===== config.mk =====
export PLATFORM = sky130hd
export DESIGN_NAME = arpc_pend
export DESIGN_NICKNAME = d
export VERILOG_FILES = /design/src/design/arpc_pkg.sv /design/src/design/arpc_pend.sv
export SDC_FILE = /design/constraint.sdc
export NUM_CORES = 1
export LEC_CHECK = 0
export BUFFER_PORTS_ARGS = -buffer_cell sky130_fd_sc_hd__buf_4
export CAP_MARGIN = 20
export CORE_MARGIN = 4
export CORE_UTILIZATION = 48
export DETAILED_ROUTE_END_ITERATION = 12
export GPL_TIMING_DRIVEN = 0
export HOLD_SLACK_MARGIN = 0.12
export RECOVER_POWER = 50
export SYNTH_ARGS = -nofsm -noshare
export SYNTH_HDL_FRONTEND = slang
export SYNTH_SLANG_ARGS = --single-unit

===== constraint.sdc =====
create_clock -name aclk -period 10.9 [get_ports aclk]
set_input_delay 2.18 -clock aclk [delete_from_list [all_inputs] [get_ports aclk]]
set_output_delay 2.18 -clock aclk [all_outputs]
set_load 0.02 [all_outputs]

===== src/design/arpc_pkg.sv =====
package arpc_pkg;

    localparam int CacheDepthDef   = 64;
    localparam int PendingDepthDef = 16;

    localparam logic [2:0] REQ_RX     = 3'd0;
    localparam logic [2:0] REQ_SEND   = 3'd1;
    localparam logic [2:0] REQ_LOOKUP = 3'd2;
    localparam logic [2:0] REQ_REMOVE = 3'd3;
    localparam logic [2:0] REQ_TICK   = 3'd4;

    localparam logic [15:0] OPER_REQUEST = 16'd1;
    localparam logic [15:0] OPER_REPLY   = 16'd2;

    localparam logic [1:0] TX_NONE  = 2'd0;
    localparam logic [1:0] TX_REPLY = 2'd1;
    localparam logic [1:0] TX_BCAST = 2'd2;

    localparam logic [1:0] CFG_LOCAL_MAC  = 2'd0;
    localparam logic [1:0] CFG_LOCAL_ADDR = 2'd1;
    localparam logic [1:0] CFG_TIMEOUT    = 2'd2;

    localparam logic [1:0] CACHE_OP_INS = 2'd0;
    localparam logic [1:0] CACHE_OP_LKP = 2'd1;
    localparam logic [1:0] CACHE_OP_REM = 2'd2;

    localparam logic [47:0] MAC_BCAST = {6{8'hFF}};

    typedef struct packed {
        logic [2:0]  req_type;
        logic [15:0] oper;
        logic [15:0] ptype;
        logic [47:0] sender_mac;
        logic [31:0] sender_addr;
        logic [31:0] target_addr;
    } arpc_in_t;

    typedef struct packed {
        logic [1:0]  tx_kind;
        logic [47:0] tx_dest_mac;
        logic [47:0] tx_target_mac;
        logic [31:0] tx_target_addr;
        logic [15:0] tx_ptype;
        logic        lookup_hit;
        logic [47:0] lookup_mac;
        logic        cache_full;
        logic        pending_full;
    } arpc_out_t;

endpackage


===== src/design/arpc_pend.sv =====
module arpc_pend #(
    parameter int PENDING_DEPTH = arpc_pkg::PendingDepthDef
) (
    input  logic        aclk,
    input  logic        aresetn,
    input  logic        start,
    input  logic        is_send,
    input  logic [47:0] key,
    input  logic [31:0] now,
    input  logic [31:0] timeout,
    output logic        done,
    output logic        live,
    output logic        full
);
    localparam int PW = (PENDING_DEPTH > 1) ? $clog2(PENDING_DEPTH) : 1;
    localparam logic [PW:0] LAST = (PW+1)'(PENDING_DEPTH - 1);

    localparam logic [1:0] S_IDLE = 2'd0;
    localparam logic [1:0] S_SCAN = 2'd1;
    localparam logic [1:0] S_FIN  = 2'd2;

    logic [47:0] key_reg  [PENDING_DEPTH];
    logic [31:0] time_reg [PENDING_DEPTH];
    logic [PENDING_DEPTH-1:0] valid_reg, valid_next;

    logic [1:0]    state_reg, state_next;
    logic [PW-1:0] idx_reg, idx_next, fidx_reg, fidx_next;
    logic          live_reg, live_next, free_reg, free_next;
    logic [31:0]   age;
    logic          wr_en;

    assign age = now - time_reg[idx_reg];

    always_comb begin
        state_next = state_reg;
        idx_next = idx_reg;
        live_next = live_reg;
        free_next = free_reg;
        fidx_next = fidx_reg;
        valid_next = valid_reg;
        wr_en = 1'b0;
        done = 1'b0;
        unique case (state_reg)
            S_IDLE: begin
                if (start) begin
                    state_next = S_SCAN;
                    idx_next = '0;
                    live_next = 1'b0;
                    free_next = 1'b0;
                end
            end
            S_SCAN: begin
                if (valid_reg[idx_reg]) begin
                    if (is_send && age > timeout) begin
                        valid_next[idx_reg] = 1'b0;
                    end else if (key_reg[idx_reg] == key) begin
                        if (is_send) live_next = 1'b1;
                        else valid_next[idx_reg] = 1'b0;
                    end
                end
                if (!valid_next[idx_reg] && !free_reg) begin
                    free_next = 1'b1;
                    fidx_next = idx_reg;
                end
                if ({1'b0, idx_reg} == LAST) state_next = S_FIN;
                else idx_next = idx_reg + 1'b1;
            end
            S_FIN: begin
                done = 1'b1;
                state_next = S_IDLE;
                if (is_send && !live_reg && free_reg) begin
                    wr_en = 1'b1;
                    valid_next[fidx_reg] = 1'b1;
                end
            end
            default: state_next = S_IDLE;
        endcase
    end

    assign live = live_reg;
    assign full = is_send && !live_reg && !free_reg;

    always_ff @(posedge aclk) begin
        if (wr_en) begin
            key_reg[fidx_reg]  <= key;
            time_reg[fidx_reg] <= now;
        end
    end

    always_ff @(posedge aclk) begin
        if (!aresetn) begin
            state_reg <= S_IDLE;
            valid_reg <= '0;
        end else begin
            state_reg <= state_next;
            valid_reg <= valid_next;
        end
        idx_reg  <= idx_next;
        live_reg <= live_next;
        free_reg <= free_next;
        fidx_reg <= fidx_next;
    end
endmodule


======== Word level (Yosys, flattened, before mapping) ========
Memory sizes are Yosys's and may differ from the RTL's. A register that Yosys moved wholly into a read port is not among the register bits.
Cells that the tools add are included.
word-level totals
  memories kept ........................... 2
  RAM bits ................................ 1280
  register bits ........................... 28
  logic and storage cells ................. 86
  output and inout port bits .............. 3
memories
  name      words  width  read ports  clocked after Yosys merged registers in  write ports  RTL line         RTL
  key_reg   16     48     1           1                                        1            arpc_pend.sv:22  logic [47:0] key_reg [PENDING_DEPTH];
  time_reg  16     32     1           1                                        1            arpc_pend.sv:23  logic [31:0] time_reg [PENDING_DEPTH];
operators by class
  $add $sub $neg .......................... 2
  equality and inequality tests ........... 13
  muxes and demuxes ....................... 36
  reductions and logical operators ........ 19
  bitwise operators ....................... 3
  $lt $le $gt $ge ......................... 5
operators by type and width
  kind                                                                number
  two-way mux 16 bit                                                  6
  equality test 48 bit                                                1
  > comparator 32 bit                                                 1
  case mux 16 bit (2 select lines)                                    1
  subtractor 32 bit                                                   1
  != test 2 bit (second input constant)                               9
  AND 16 bit                                                          1
  two-way mux 4 bit                                                   4
  NOT 16 bit                                                          1
  bitwise OR 16 bit                                                   1
  two-way mux 1 bit                                                   15
  < comparator 4 x 5 -> 1 bit (second input constant)                 2
  binary-select mux 1 bit (select 4 bit)                              2
  demux 1 bit (select 4 bit)                                          2
  greater-or-equal comparator 4 x 1 -> 1 bit (second input constant)  2
  case mux 4 bit (2 select lines)                                     1
  logical AND 1 bit                                                   7
  AND reduction 2 bit                                                 3
  AND reduction 3 bit                                                 2
  AND reduction 6 bit                                                 1
  adder 4 x 1 -> 4 bit (second input constant)                        1
  equality test 4 bit (second input constant)                         1
  two-way mux 2 bit                                                   2
  case mux 1 bit (2 select lines)                                     2
  other kinds (6)                                                     9

======== Depth between registers and ports, before layout ========
  depth after elaboration ................. 17
  mapped depth ............................ 36
  mapped depth without buffers ............ 26

======== Worst setup path before layout ========
Ideal clock, no wire load.
  path kind ............................... input to register
  from .................................... input port is_send
  to ...................................... register valid_reg[1]
  cell stages on the path ................. 5
  data required time ...................... 10.817 ns
  path slack .............................. 1.862 ns
  arrival time ............................ 8.955 ns
  buffers on the path ..................... 0
  cell sequence ........................... nor2b_1 -> and3_1 -> nand2_1 -> nor3_1 -> o221a_2
on the way
  longest elaborated chain between the ends .. 6
  elaborated cells between the ends (all ways) .. 11
RTL lines
  what                              RTL line         RTL
  from (decl)                       arpc_pend.sv:7   input logic is_send,
  two-way mux 16 bit                arpc_pend.sv:57  if (is_send) live_next = 1'b1;
  two-way mux 16 bit                arpc_pend.sv:56  end else if (key_reg[idx_reg] == key) begin
  two-way mux 16 bit                arpc_pend.sv:54  if (is_send && age > timeout) begin
  two-way mux 16 bit                arpc_pend.sv:53  if (valid_reg[idx_reg]) begin
  two-way mux 16 bit                arpc_pend.sv:43  unique case (state_reg)
  case mux 16 bit (2 select lines)  arpc_pend.sv:43
  to (signal assigned)              arpc_pend.sv:96  valid_reg <= valid_next;
  to (decl)                         arpc_pend.sv:24  logic [PENDING_DEPTH-1:0] valid_reg, valid_next;
Several ways; a longest one is shown, not always the timed one. The select of a mux whose other input is x is not followed.
A chain may end at the register's enable or synchronous reset.

==> impl_metrics.csv <==
group,metric,value,unit
floorplan,die_area,117000,um2
floorplan,start_util,48.4,%
finish,largest_reg_flops,768,
setup_path,end_kind,"register",
synthesis,synth_top_area_share,72.4,%
synthesis,synth_nets,2817,
floorplan,die_h,342,um
setup_path,reg2reg_slack,0.57,ns
clocking,holdBufCountCts,0,
synthesis,synth_compound_area_share,3.04,%
finish,layout-drive-gt1-share,25.3,%
clocking,htreeDepth,4,
placement,io_buffers,118,
setup_path,cp_max_fo,28,
setup_path,slowest_delay,0.78,ns
sta,rsz0062_at_grt,"no",
routing,detail_route.wirelength,138000,um
synthesis,synth.ff_latch_count,1312,
synthesis,synth_area_leaders,"edfxtp_1 72%, mux4_2 13%, mux2i_1 2.3%",
routing,drtIter0Drc,2573,
clocking,cts_tree,"yes",
routing,first_pass_iters,6,
placement,pre_cts_ws,-1.68,ns
setup_path,critPathRequiredTime,11.27,ns
sta,hold_viol,0,
power,power_density,191,nW/um2
global_routing,grt_busiest_layer,"met2",
power,p_sw_share,24.8,%
floorplan,core,111000,um2
floorplan,io_pins,119,
clocking,cts_made_buffers,138,
hold_path,hold_start,"idx_reg[3]",
synthesis,synth_flop_cell,"edfxtp_1",
synthesis,synth_adder_area_share,1.63,%
synthesis,synthArstFlopShare,0,%
sta,report.final.slew_viol_count,0,
synthesis,synth_top_area_cell,"edfxtp_1",
sta,finalCritPeriodShare,94.8,%
synthesis,syn_area_per_cell,20.3,um2
sta,fmax,0.0968,GHz
sta,slew_headroom,23.5,%
floorplan,rows,122,
job,drv_cap,0,
clocking,post-cts-setup-buffers,0,
sta,worst_slack,0.571,ns
synthesis,synth_top_family_by_area,"multiplexers",
global_routing,grt_pass1_wl,199000,um
floorplan,die_w,342,um
setup_path,r2r-end,"fidx_reg[2]",
synthesis,yosysWarnings,0,
finish,syn_to_final_growth,16.3,%
clocking,cts_root_buffer,"clkbuf_16",
finish,fin_util,56.2,%
power,intPower,8.96,mW
placement,hpwl,94200,um
synthesis,synth_cell_types,75,
routing,ant_nets,0,
synthesis,synthXorXnorAreaFrac,2.14,%
status,status,"finished clean",
synthesis,netlist_instances,2632,
setup_path,critPathArrivalTime,10.70,ns
power,comb_power_share,15.4,%
hold_path,hold_depth,0,
global_routing,grt_max_degree,29,
routing,wl_per_cell,30.1,um
routing,vias_per_cell,5.93,
power,p_switching,2.95,mW
sta,min_period,10.33,ns
power,p_total,11.9,mW
setup_path,rr_worst_depth,31,
global_routing,overflow,0,
power,irDropWorstVdd,0.160,mV
global_routing,use_met2,42.4,%
sta,finalClockSkew,0.0161,ns
synthesis,synth_area,53500,um2
sta,worstMarginPinSlew,1.15,ns
power,clkPwrFrac,38.0,%
synthesis,synthSimpleGateAreaFrac,2.06,%
global_routing,grtUsageMet3,4.11,%
finish,nets,3182,
global_routing,grt_usage,23.8,%
routing,drc,0,
setup_path,critPathLaunchType,"register",
hold_path,hold_path.class,"register to register",
power,power_frac_seq,46.6,%
synthesis,synth-edff-count,1290,
setup_path,critical-path-slowest-cell,"or4_1",
clocking,clock_latency,0.73,ns
global_routing,grt_use_met1,30.3,%
power,leakagePower,20.1,nW
synthesis,yosysSeqAreaShare,73.2,%
global_routing,grt_pass1_vias,28493,
clocking,clkTransAtPathRegs,0.05,ns
placement,routabilityCongestion,0.869,
synthesis,synth.area.mux_share,16.2,%
clocking,clockBufferDepth,3,
hold_path,hold_path_end,"fidx_reg[3]",
global_routing,antenna_found_initial,10,
sta,finalSetupViolCount,0,
clocking,cts_sinks,1312,
setup_path,crit_type,"register to register",
routing,vias,27230,
==> per-layer routing <==
layer / part of all wire [%] / wire, um / up-vias
met3: 5.7 / 7930 / 210
li1: - / - / 11610
met2: 53 / 73200 / 890
met4: 2.4 / 3320 / 8
met1: 39 / 53800 / 14512
met5: 0.046 / 63 / -
==> how the worst max path moves through the flow <==
stage / slack (ns) / from / end
3_3_place_gp: -7.37 / is_send / valid_reg[1]
5_1_grt: 0.04 / register / fidx_reg[1]
6_report: 0.57 / register / fidx_reg[2]
3_5_place_dp: -1.68 / register / fidx_reg[2]
2_1_floorplan: 1.86 / is_send / valid_reg[1]
4_1_cts: 0.05 / register / fidx_reg[1]
==> worst max-delay path: cells and delay by family, from the launching register on <==
kind	cells	cell delay (ns)
AND/OR/NAND/NOR	5	1.67
adder cells (fa/ha/maj)	2	0.58
flip-flops	1	0.34
XOR/XNOR	1	0.19
buffers and inverters	9	2.42
multiplexers	2	1.02
AO/OA/AOI/OAI	12	3.62
==> kinds of logic (layout without fill, tap and decap cells) <==
kind of cell	after synthesis	count (layout)
AOI/OAI and AO/OA	231	231
muxes	474	474
adders and majority gates	69	69
xor gates and xnor gates	131	131
buffers and inverters	190	658
and+or+nand+nor	225	225
DFF	1312	1312
other	0	7
==> metrics by stage <==
stage	cells	area, um2	TNS [ns]	hold slack (ns)
CTS	4587	62500	0	0.501
finish	4595	62200	0	0.505
global placement	4238	56300	-3062.77	0.514
floorplan	2632	53500	0	0.457
global route	4589	62200	0	0.523
detailed placement	4348	58200	-22.00	0.492
==> placed cells by master (no fill, tap or decap), drive strengths merged, types with 51 or more instances in the layout <==
master / n
clkbuf: 288
clkinv: 57
nand2: 55
xnor2: 80
nor2: 53
edfxtp: 1290
xor2: 51
ha: 68
inv: 86
mux4: 311
mux2i: 121
buf: 215
==> power groups by stage <==
stage / registers, mW / logic (mW) / clock network [mW]
CTS: 5.55 / 1.87 / 4.61
global route: 5.55 / 1.98 / 4.83
detailed placement: 5.66 / 1.86 / 0
floorplan: 5.66 / 1.24 / 0
global placement: 5.66 / 1.81 / 0
finish: 5.55 / 1.83 / 4.53
==> synthesized netlist by cell type (all sizes together) (3+ instances only) <==
| library cell | count |
|---|---|
| edfxtp | 1290 |
| mux4 | 311 |
| mux2i | 121 |
| xnor2 | 80 |
| inv | 79 |
| buf | 75 |
| ha | 68 |
| nand2 | 55 |
| nor2 | 53 |
| xor2 | 51 |
| a21oi | 44 |
| mux2 | 42 |
| clkbuf | 35 |
| o21ai | 30 |
| nand3 | 26 |
| dfxtp | 22 |
| nor2b | 19 |
| nor3 | 19 |
| a21o | 18 |
| o21a | 18 |
| o22ai | 18 |
| a221oi | 16 |
| nand4 | 14 |
| o211ai | 11 |
| nand2b | 9 |
| a31oi | 8 |
| o31a | 8 |
| and3 | 7 |
| nor4 | 6 |
| a2111oi | 5 |
| a211oi | 5 |
| a21boi | 5 |
| a22oi | 5 |
| and2 | 5 |
| o2111ai | 4 |
| o21bai | 4 |
| a22o | 3 |
| o311ai | 3 |
| o31ai | 3 |
| or4 | 3 |
==> timing repair <==
action,CTS,global route
setup endpoints to repair,22,5
gates cloned,0,0
resized for setup,10,2
==> area by class of cell <==
type                            count  area (um2)
Fill cell                        8354       48400
Clock inverter                     73         609
Buffer                            105         617
Sequential cell                  1312       39200
Multi-Input combinational cell   1130       13600
Tap cell                         1488        1860
Inverter                           80         300
Clock buffer                      170        3710
Antenna cell                        7        17.5
Timing Repair Buffer              230        2400
Power figures use the tool's default switching activity.
